--- config.mk ---
export PLATFORM = sky130hd
export DESIGN_NAME = power_domain_sequencer
export DESIGN_NICKNAME = d
export VERILOG_FILES = /design/src/hdl/pds_pkg.sv /design/src/hdl/pds_rail.sv /design/src/hdl/power_domain_sequencer.sv
export SDC_FILE = /design/constraint.sdc
export NUM_CORES = 1
export LEC_CHECK = 0
export BUFFER_PORTS_ARGS = -buffer_cell sky130_fd_sc_hd__buf_2
export CORE_MARGIN = 3
export CORE_UTILIZATION = 64
export CTS_BUF_LIST = sky130_fd_sc_hd__clkbuf_8
export DETAILED_ROUTE_END_ITERATION = 8
export GPL_TIMING_DRIVEN = 0
export PLACE_DENSITY = 0.92
export SLEW_MARGIN = 20
export SYNTH_ARGS = -nofsm -noshare
export SYNTH_HDL_FRONTEND = slang
export SYNTH_HIERARCHICAL = 1
export SYNTH_SLANG_ARGS = --single-unit
--- constraint.sdc ---
create_clock -name clk_i -period 3.5 [get_ports clk_i]
set_input_delay 0.35 -clock clk_i [delete_from_list [all_inputs] [get_ports clk_i]]
set_output_delay 0.35 -clock clk_i [all_outputs]
set_load 0.02 [all_outputs]
--- src/hdl/pds_pkg.sv ---
`default_nettype none
// ----------------------------------------------------------------------------
// pds_pkg
// Shared types and constants of the power domain sequencer.
// ----------------------------------------------------------------------------
package pds_pkg;

  localparam int unsigned NUM_RAILS       = 4;
  localparam int unsigned DELAY_WIDTH_DEF = 16;
  localparam int unsigned CFG_DATA_WIDTH  = 16;
  localparam int unsigned CFG_IDX_WIDTH   = 2;

  // delay reset values
  localparam int unsigned DELAY_RST_AN_POS = 5;
  localparam int unsigned DELAY_RST_AN_NEG = 5;
  localparam int unsigned DELAY_RST_HV     = 200;
  localparam int unsigned DELAY_RST_LED    = 5;

  // rail numbering
  localparam int unsigned RAIL_AN_POS = 0;
  localparam int unsigned RAIL_AN_NEG = 1;
  localparam int unsigned RAIL_HV     = 2;
  localparam int unsigned RAIL_LED    = 3;

  // configuration register indexes
  localparam logic [CFG_IDX_WIDTH-1:0] CFG_DELAY_AN_POS = 2'd0;
  localparam logic [CFG_IDX_WIDTH-1:0] CFG_DELAY_AN_NEG = 2'd1;
  localparam logic [CFG_IDX_WIDTH-1:0] CFG_DELAY_HV     = 2'd2;
  localparam logic [CFG_IDX_WIDTH-1:0] CFG_DELAY_LED    = 2'd3;

  typedef enum logic [1:0] {
    RAIL_OFF   = 2'd0,
    RAIL_TRANS = 2'd1,
    RAIL_READY = 2'd2,
    RAIL_ERROR = 2'd3
  } rail_state_e;

  typedef enum logic [2:0] {
    OP_TICK       = 3'd0,
    OP_SW_ANALOG  = 3'd1,
    OP_SW_HV      = 3'd2,
    OP_SW_LED     = 3'd3,
    OP_QRY_ANALOG = 3'd4,
    OP_QRY_HV     = 3'd5,
    OP_QRY_LED    = 3'd6
  } op_e;

  // per-rail command for one word
  typedef struct packed {
    logic tick;
    logic switch_req;
    logic settle;
    logic force_err;
    logic turn_on;
  } rail_cmd_t;

endpackage : pds_pkg
`default_nettype wire

--- src/hdl/pds_rail.sv ---
`default_nettype none
// ----------------------------------------------------------------------------
// pds_rail
// State, direction, delay counter and enable pin of one power rail.
// ----------------------------------------------------------------------------
module pds_rail #(
  parameter int unsigned DelayWidth = pds_pkg::DELAY_WIDTH_DEF
) (
  input  wire logic                    clk_i,
  input  wire logic                    rst_ni,
  input  wire logic                    step_i,   // word accepted this cycle
  input  wire pds_pkg::rail_cmd_t      cmd_i,
  input  wire logic [DelayWidth-1:0]   delay_i,
  output pds_pkg::rail_state_e         state_o,  // state after this word
  output logic                         enable_o  // enable after this word
);

  pds_pkg::rail_state_e    state_q, state_d;
  logic                    dir_q, dir_d;
  logic                    en_q, en_d;
  logic [DelayWidth-1:0]   rem_q, rem_d;
  logic                    settled;

  always_comb begin
    state_d = state_q;
    dir_d   = dir_q;
    en_d    = en_q;
    rem_d   = rem_q;
    settled = (cmd_i.turn_on && state_q == pds_pkg::RAIL_READY) ||
              (!cmd_i.turn_on && state_q == pds_pkg::RAIL_OFF);
    if (cmd_i.tick && rem_q != '0) begin
      rem_d = rem_q - DelayWidth'(1);
    end
    if (cmd_i.switch_req && !settled) begin
      en_d    = cmd_i.turn_on;
      dir_d   = cmd_i.turn_on;
      state_d = pds_pkg::RAIL_TRANS;
      rem_d   = delay_i;
    end
    if (cmd_i.settle) begin
      if (state_q == pds_pkg::RAIL_TRANS && rem_q == '0) begin
        state_d = dir_q ? pds_pkg::RAIL_READY : pds_pkg::RAIL_OFF;
      end
      // power-good low overrides whatever settling gave
      if (cmd_i.force_err) begin
        state_d = pds_pkg::RAIL_ERROR;
      end
    end
  end

  always_ff @(posedge clk_i or negedge rst_ni) begin
    if (!rst_ni) begin
      state_q <= pds_pkg::RAIL_OFF;
      dir_q   <= 1'b0;
      en_q    <= 1'b0;
      rem_q   <= '0;
    end else if (step_i) begin
      state_q <= state_d;
      dir_q   <= dir_d;
      en_q    <= en_d;
      rem_q   <= rem_d;
    end
  end

  assign state_o  = state_d;
  assign enable_o = en_d;

endmodule : pds_rail
`default_nettype wire

--- src/hdl/power_domain_sequencer.sv ---
`default_nettype none
// ----------------------------------------------------------------------------
// power_domain_sequencer
// Sequencer for four power rails with delay-timed on/off transitions.
// ----------------------------------------------------------------------------
// Takes one command word per cycle (tick, switch or query) and returns one
// result word per command: the queried status and the four enable levels.
// A command is applied to the rail registers in the cycle it is accepted and
// its result is written to the output register along with them; the sole limit is
// that output register, so the input stalls only while a result waits unread.
// Delay registers are written on the cfg channel, which never stalls.
module power_domain_sequencer #(
  parameter int unsigned DelayWidth = pds_pkg::DELAY_WIDTH_DEF
) (
  input  wire logic                                  clk_i,
  input  wire logic                                  rst_ni,
  // command stream
  input  wire logic                                  s_axis_tvalid_i,
  output logic                                       s_axis_tready_o,
  input  wire logic [7:0]                            s_axis_tdata_i, // [0] turn_on, [1] power_good
  input  wire logic [2:0]                            s_axis_tuser_i, // [2:0] op
  // result stream
  output logic                                       m_axis_tvalid_o,
  input  wire logic                                  m_axis_tready_i,
  output logic [7:0]                                 m_axis_tdata_o, // [1:0] status, [5:2] enables
  // configuration writes
  input  wire logic                                  cfg_valid_i,
  output logic                                       cfg_ready_o,
  input  wire logic [pds_pkg::CFG_IDX_WIDTH-1:0]     cfg_index_i,
  input  wire logic [pds_pkg::CFG_DATA_WIDTH-1:0]    cfg_data_i
);

  localparam int unsigned NR = pds_pkg::NUM_RAILS;

  logic [DelayWidth-1:0]     delay_q [NR];
  logic [DelayWidth-1:0]     delay_rst [NR];
  pds_pkg::rail_cmd_t        cmd [NR];
  pds_pkg::rail_state_e      rail_st [NR];
  logic [NR-1:0]             rail_en;
  pds_pkg::op_e              op;
  logic                      turn_on, pgood, step, query;
  logic [1:0]                status;
  logic                      m_valid_q;
  logic [1:0]                status_q;
  logic [NR-1:0]             enables_q;

  assign delay_rst[pds_pkg::RAIL_AN_POS] = DelayWidth'(pds_pkg::DELAY_RST_AN_POS);
  assign delay_rst[pds_pkg::RAIL_AN_NEG] = DelayWidth'(pds_pkg::DELAY_RST_AN_NEG);
  assign delay_rst[pds_pkg::RAIL_HV]     = DelayWidth'(pds_pkg::DELAY_RST_HV);
  assign delay_rst[pds_pkg::RAIL_LED]    = DelayWidth'(pds_pkg::DELAY_RST_LED);

  assign cfg_ready_o = 1'b1;

  always_ff @(posedge clk_i or negedge rst_ni) begin
    if (!rst_ni) begin
      for (int i = 0; i < NR; i++) delay_q[i] <= delay_rst[i];
    end else if (cfg_valid_i) begin
      delay_q[cfg_index_i] <= DelayWidth'(cfg_data_i);
    end
  end

  assign s_axis_tready_o = !m_valid_q || m_axis_tready_i;
  assign step    = s_axis_tvalid_i && s_axis_tready_o;
  assign op      = pds_pkg::op_e'(s_axis_tuser_i);
  assign turn_on = s_axis_tdata_i[0];
  assign pgood   = s_axis_tdata_i[1];

  always_comb begin
    query = 1'b0;
    for (int i = 0; i < NR; i++) begin
      cmd[i] = '{tick: 1'b0, switch_req: 1'b0, settle: 1'b0,
                 force_err: 1'b0, turn_on: turn_on};
    end
    unique case (op)
      pds_pkg::OP_TICK: begin
        for (int i = 0; i < NR; i++) cmd[i].tick = 1'b1;
      end
      pds_pkg::OP_SW_ANALOG: begin
        cmd[pds_pkg::RAIL_AN_POS].switch_req = 1'b1;
        cmd[pds_pkg::RAIL_AN_NEG].switch_req = 1'b1;
      end
      pds_pkg::OP_SW_HV:  cmd[pds_pkg::RAIL_HV].switch_req  = 1'b1;
      pds_pkg::OP_SW_LED: cmd[pds_pkg::RAIL_LED].switch_req = 1'b1;
      pds_pkg::OP_QRY_ANALOG, pds_pkg::OP_QRY_HV, pds_pkg::OP_QRY_LED: begin
        query = 1'b1;
        for (int i = 0; i < NR; i++) cmd[i].settle = 1'b1;
        cmd[pds_pkg::RAIL_HV].force_err = !pgood;
      end
      default: ;  // unused op: no effect
    endcase
  end

  for (genvar g = 0; g < NR; g++) begin : g_rail
    pds_rail #(
      .DelayWidth(DelayWidth)
    ) u_rail (
      .clk_i   (clk_i),
      .rst_ni  (rst_ni),
      .step_i  (step),
      .cmd_i   (cmd[g]),
      .delay_i (delay_q[g]),
      .state_o (rail_st[g]),
      .enable_o(rail_en[g])
    );
  end

  always_comb begin
    status = pds_pkg::RAIL_OFF;
    if (query) begin
      unique case (op)
        pds_pkg::OP_QRY_HV:  status = rail_st[pds_pkg::RAIL_HV];
        pds_pkg::OP_QRY_LED: status = rail_st[pds_pkg::RAIL_LED];
        default: begin
          // analog pair: off wins, then both ready, else in transition
          priority if (rail_st[pds_pkg::RAIL_AN_POS] == pds_pkg::RAIL_OFF ||
                       rail_st[pds_pkg::RAIL_AN_NEG] == pds_pkg::RAIL_OFF) begin
            status = pds_pkg::RAIL_OFF;
          end else if (rail_st[pds_pkg::RAIL_AN_POS] == pds_pkg::RAIL_READY &&
                       rail_st[pds_pkg::RAIL_AN_NEG] == pds_pkg::RAIL_READY) begin
            status = pds_pkg::RAIL_READY;
          end else begin
            status = pds_pkg::RAIL_TRANS;
          end
        end
      endcase
    end
  end

  always_ff @(posedge clk_i or negedge rst_ni) begin
    if (!rst_ni) begin
      m_valid_q <= 1'b0;
    end else if (s_axis_tready_o) begin
      m_valid_q <= s_axis_tvalid_i;
    end
  end

  always_ff @(posedge clk_i) begin
    if (step) begin
      status_q  <= status;
      enables_q <= rail_en;
    end
  end

  assign m_axis_tvalid_o = m_valid_q;
  assign m_axis_tdata_o  = {2'b00, enables_q, status_q};

endmodule : power_domain_sequencer
`default_nettype wire

Word-level counts from Yosys, hierarchy flattened
Cells that the tools add are included.
{ "word_totals": {"out_inout_bits": 11, "in_bits": 34, "word_cells": 151, "reg_bits": 151} }
{ "op_classes": {"reduce_logical": 64, "n_lt_le_gt_ge": 2, "n_bitwise": 1, "add_sub_neg": 4, "n_eq_ne": 16, "mux": 41} }
{ "op_table": {"columns": ["op", "count"], "rows": [
  ["two-way mux 16 bit", 9],
  ["bitwise mux 64 bit", 1],
  ["zero test 16 bit", 4],
  ["nonzero test 16 bit", 4],
  ["subtractor 16 x 1 -> 16 bit, second input constant", 4],
  ["two-way mux 2 bit", 20],
  ["demux 16 bit (select 2 bit)", 1],
  ["logical AND 1 bit", 23],
  ["AND reduction 2 bit", 8],
  ["equality test 2 bit, second input constant", 6],
  ["zero test 2 bit", 6],
  ["equality test 3 bit, second input constant", 3],
  ["two-way mux 1 bit", 9],
  ["equality test 2 x 1 -> 1 bit, second input constant", 4],
  ["nonzero test 2 bit", 4],
  ["zero test 1 bit", 7],
  ["equality test 3 x 2 -> 1 bit, second input constant", 2],
  ["logical OR 1 bit", 6],
  ["case mux 2 bit (2 select lines)", 1],
  ["equality test 3 x 1 -> 1 bit, second input constant", 1],
  ["greater-or-equal comparator 3 bit, second input constant", 1],
  ["zero test 3 bit", 1],
  ["less-than comparator 3 x 1 -> 1 bit, second input constant", 1],
  ["NOT 2 -> 3 bit", 1],
  ["OR reduction 3 bit", 1]
]} }

Depth between registers and ports, before layout
{ "logic_depth": {"ltp_word": 13, "mapped_depth": 11, "depth_no_buf": 9} }

Hierarchy
Netlist, hierarchy kept.
{ "modules_own_cells": {"columns": ["mod", "cells_per_inst", "seq_area_each_um2", "area_each_um2", "n_inst"], "rows": [
  ["pds_rail (g_rail[0].u_rail ...)", 157, 500.5, 1427.6, 3],
  ["power_domain_sequencer", 171, 1818.0, 2777.7, 1],
  ["pds_rail (g_rail[3].u_rail)", 154, 500.5, 1393.8, 1]
]} }

Worst setup path after synthesis
No wires, ideal clock.
{ "synth_timing": {"kind": "flip-flop to flip-flop", "startpoint": "register g_rail[1].u_rail.rem_q[0]", "endpoint": "register status_q[0], data pin", "n_path_buf": 2, "t_required_ps": 3231, "setup_slack_ps": 556, "setup_ps": 269, "path_stages_with_launch": 12, "synth_period_minus_slack_ps": 2944, "arrival_ps": 2675, "path_cell_list": "dfrtp_1 -> inv_1 -> ha_1 -> or3b_2 -> buf_6 -> or4_4 -> buf_6 -> o32ai_1 -> nand2b_1 -> o21a_1 -> a2111oi_0 -> nor3_1"} }
{ "synth_rtl": {"columns": ["element", "line_no", "source"], "rows": [
  ["start, declared", "pds_rail.sv:21", "logic [DelayWidth-1:0] rem_q, rem_d;"],
  ["start signal, assigned", "pds_rail.sv:61", "rem_q <= rem_d;"],
  ["end signal, assigned", "power_domain_sequencer.sv:139", "status_q <= status;"],
  ["end, declared", "power_domain_sequencer.sv:44", "logic [1:0] status_q;"]
]} }

==> metrics.md <==
| Metric | Value |
|---|---|
| Outcome | complete, no violations |
| Multi-input logic area | 0.00434 mm² |
| Sequential fraction of the synthesis area | 45.2% |
| Pin count of the biggest net entering global routing | 99 |
| Area Growth Syn to Fin | 11.2% |
| Minimum clock period | 3390 ps |
| P_leak | 3.93 nW |
| DR DRC count | 0 |
| CTS tree | yes |
| Yosys warns | 6 |
| Gr usage total | 32.6% |
| Final-stage net count | 904 |
| Die area | 0.0146 mm² |
| Slew headroom | 37.8% |
| Fin util | 73.6% |
| Ant diodes | 0 |
| Dominant synthesized flop cell | dfrtp_1 |
| Setup violators final | 0 |
| Clock-pin slew on the worst setup and hold paths | 90 ps |
| Cell count after synthesis | 796 |
| Fillers | 836 |
| Skew-Pair Late Insertion Delay | 470 ps |
| Setup TNS | 0 ps |
| Starting Density | 66.2% |
| PwrDens | 629 mW/mm² |
| Post-DP HPWL | 15.7 mm |
| Number of distinct library cells after synthesis | 68 |
| Cts bufs inserted | 17 |
| Remaining Overflow, GRT | 0 |
| H-tree levels | 4 |
| Die width | 121 µm |
| Final Skew | 11.3 ps |
| Synthesized area | 0.00845 mm² |
| Worst Setup End Kind | register |
| Antenna violations before repair | 0 |
| Register area | 0.00382 mm² |
| Die Ht | 121 µm |
| Data arrival, critical path | 3590 ps |
| Proportion of layout cells with a drive suffix above 1 | 25.4% |
| CTS Sinks | 151 |
| Largest cells by area after synthesis | dfrtp_1 (40%), mux2_2 (11%), mux2i_1 (2.8%), dfstp_2 (2.8%), nand4_1 (2.7%) |
| First-pass GRT wire length | 37.3 mm |
| Vias | 7453 |
| Initial DRT Pass Iterations | 7 |
| Largest area contributor in the netlist | dfrtp_1 |
| Placed Area | 0.00896 mm² |
| Post-Layout Inst Area | 0.00940 mm² |
| Synth async-reset ratio | 96.0% |
| Final worst path period share | 97.0% |
| Post-synth EDFFs | 6 |
| Synth cell count leaders | dfrtp_1 (136), mux2_2 (80), nor2_1 (50) |
| Final Wtd Congestion | 0.976 |
| Critical Path Fanout Max | 9 |
| Final Hold Viols | 0 |
| Routed len/inst | 22.1 µm |
| Crit Path Category | register to register |
| F_max | 295 MHz |
| Via density per instance | 7.09 |
| Worst slew pin tran | 926 ps |
| Top Ports | 45 |
| Most instantiated library cell after synthesis | dfrtp_1 |
| Initial DRC count | 1072 |
| Worst hold path type | primary input to register |
| Top cell type's share of synthesized area | 40.3% |
| Row count | 41 |
| Crit path required time | 3690 ps |
| Root buffer cell | clkbuf_8 |
| Synth Area per Inst | 10.6 µm² |
| Worst VDD drop | 0.470 mV |
| Wirelength, routed | 23.2 mm |
| Vias in the first global route | 7207 |
| Synthesized flop and latch total | 151 |
| Clock Path Buffers | 2 |
| CP startpoint kind | register |
| Pins Over Slew Limit | 0 |
| Core Area | 0.0128 mm² |
| Post-DRT Antenna Nets | 0 |
| # port buffers | 35 |
| Max-cap violations | 0 |
## final cells by class
| type | instances | area share (%) |
|---|---|---|
| Tap cell | 172 | 2.29 |
| Timing Repair Buffer | 38 | 2.45 |
| Buffer | 38 | 2.93 |
| Inverter | 30 | 1.20 |
| Clock buffer | 18 | 2.64 |
| Multi-Input combinational cell | 590 | 46.2 |
| Clock inverter | 14 | 1.68 |
| Sequential cell | 151 | 40.6 |
## sequential cells by signal (all words and copies together), names as in the netlist
signal,count
delay_q,64
g_rail.u_rail/rem_q,64
g_rail.u_rail/state_q,8
enables_q,4
g_rail.u_rail/dir_q,4
g_rail.u_rail/en_q,4
status_q,2
m_axis_tvalid_o,1
## metrics by stage
| step | hold WS, ps | setup WS [ps] | std cells | power [mW] |
|---|---|---|---|---|
| 2_1_floorplan | 54.4 | 556 | 809 | 3.89 |
| 3_3_place_gp | 459 | -31.7 | 1016 | 4.28 |
| 3_5_place_dp | 273 | -23.5 | 1018 | 4.42 |
| 4_1_cts | 70.6 | 199 | 1051 | 5.83 |
| 5_1_grt | 82.3 | -87.4 | 1051 | 6.21 |
| 6_report | 87.3 | 106 | 1051 | 5.91 |
## path summary, 6_finish.rpt
path / startpoint / endpoint / slack (ps) / depth (start not counted)
max: g_rail[1].u_rail/rem_q[0]$_DFFE_PN0P_ / status_q[0]$_SDFFCE_PN0P_ / 110 / 11
min: s_axis_tvalid_i / m_axis_tvalid_o$_DFFE_PN0P_ / 90 / 2
max reg2reg: g_rail[1].u_rail/rem_q[0]$_DFFE_PN0P_ / status_q[0]$_SDFFCE_PN0P_ / 110 / 11
min reg2reg: g_rail[3].u_rail/en_q$_DFFE_PN0P_ / g_rail[3].u_rail/en_q$_DFFE_PN0P_ / 490 / 2
max in group asynchronous: rst_ni / delay_q[50]$_DFFE_PN1P_ / 2320 / 3
min in group asynchronous: rst_ni / g_rail[3].u_rail/rem_q[13]$_DFFE_PN0P_ / 370 / 2
## placed cells by master (no fill, tap or decap), drive strengths merged, types with 12 or more instances in the layout
| master | synthesis | layout |
|---|---|---|
| mux2 | 80 | 80 |
| nand3 | 26 | 26 |
| buf | 25 | 62 |
| or4 | 16 | 16 |
| and2 | 17 | 17 |
| o21ai | 13 | 13 |
| inv | 26 | 26 |
| nand2 | 42 | 42 |
| nor4 | 20 | 20 |
| dfrtp | 136 | 136 |
| a32o | 13 | 13 |
| conb | 2 | 15 |
| nand4 | 36 | 36 |
| clkbuf | 13 | 31 |
| nor2 | 50 | 50 |
| a41o | 12 | 12 |
| mux2i | 24 | 24 |
| a22oi | 24 | 24 |
| nor3 | 34 | 34 |
| a21oi | 20 | 20 |
| a211oi | 28 | 28 |
## cells by family after synthesis
kind of cell | Yosys count | share of synthesized area [%]
fa+ha+maj | 4 | 0.592
mux | 104 | 13.5
compound gates | 171 | 16.1
buf+inv | 68 | 4.59
xor+xnor | 8 | 0.829
flops | 151 | 45.2
simple gates | 288 | 19.1
other cells | 2 | 0.0888
## worst max-delay path, stage by stage, from the launching register on
cell	delay (ps)
dfrtp_1	460
inv_1	90
ha_1	190
or3b_2	470
buf_6	150
or4_4	500
buf_6	160
o32ai_1	230
nand2b_1	190
o21a_1	260
a2111oi_2	310
nor3_2	120
## per-layer routing
layer / share of wire, % / track usage [%] / vias to the layer above
met4: 3.5 / 11.8 / 0
met3: 9.5 / 6.95 / 97
li1: - / - / 3230
met2: 49 / 53.3 / 485
met5: 0 / 0 / -
met1: 38 / 43.0 / 3641
## where the power goes
part,switching (mW),internal (mW)
clock network,0.682,0.714
registers,0.631,2.30
logic,0.857,0.728
## what timing repair did
action | CTS | global route
buffers inserted | 0 | 0
setup endpoints to repair | 0 | 1
hold buffers | 1 | 0
hold endpoints to repair | 44 | 0
resized for setup | 0 | 3
No activity file was read; power rests on OpenSTA's default activity.
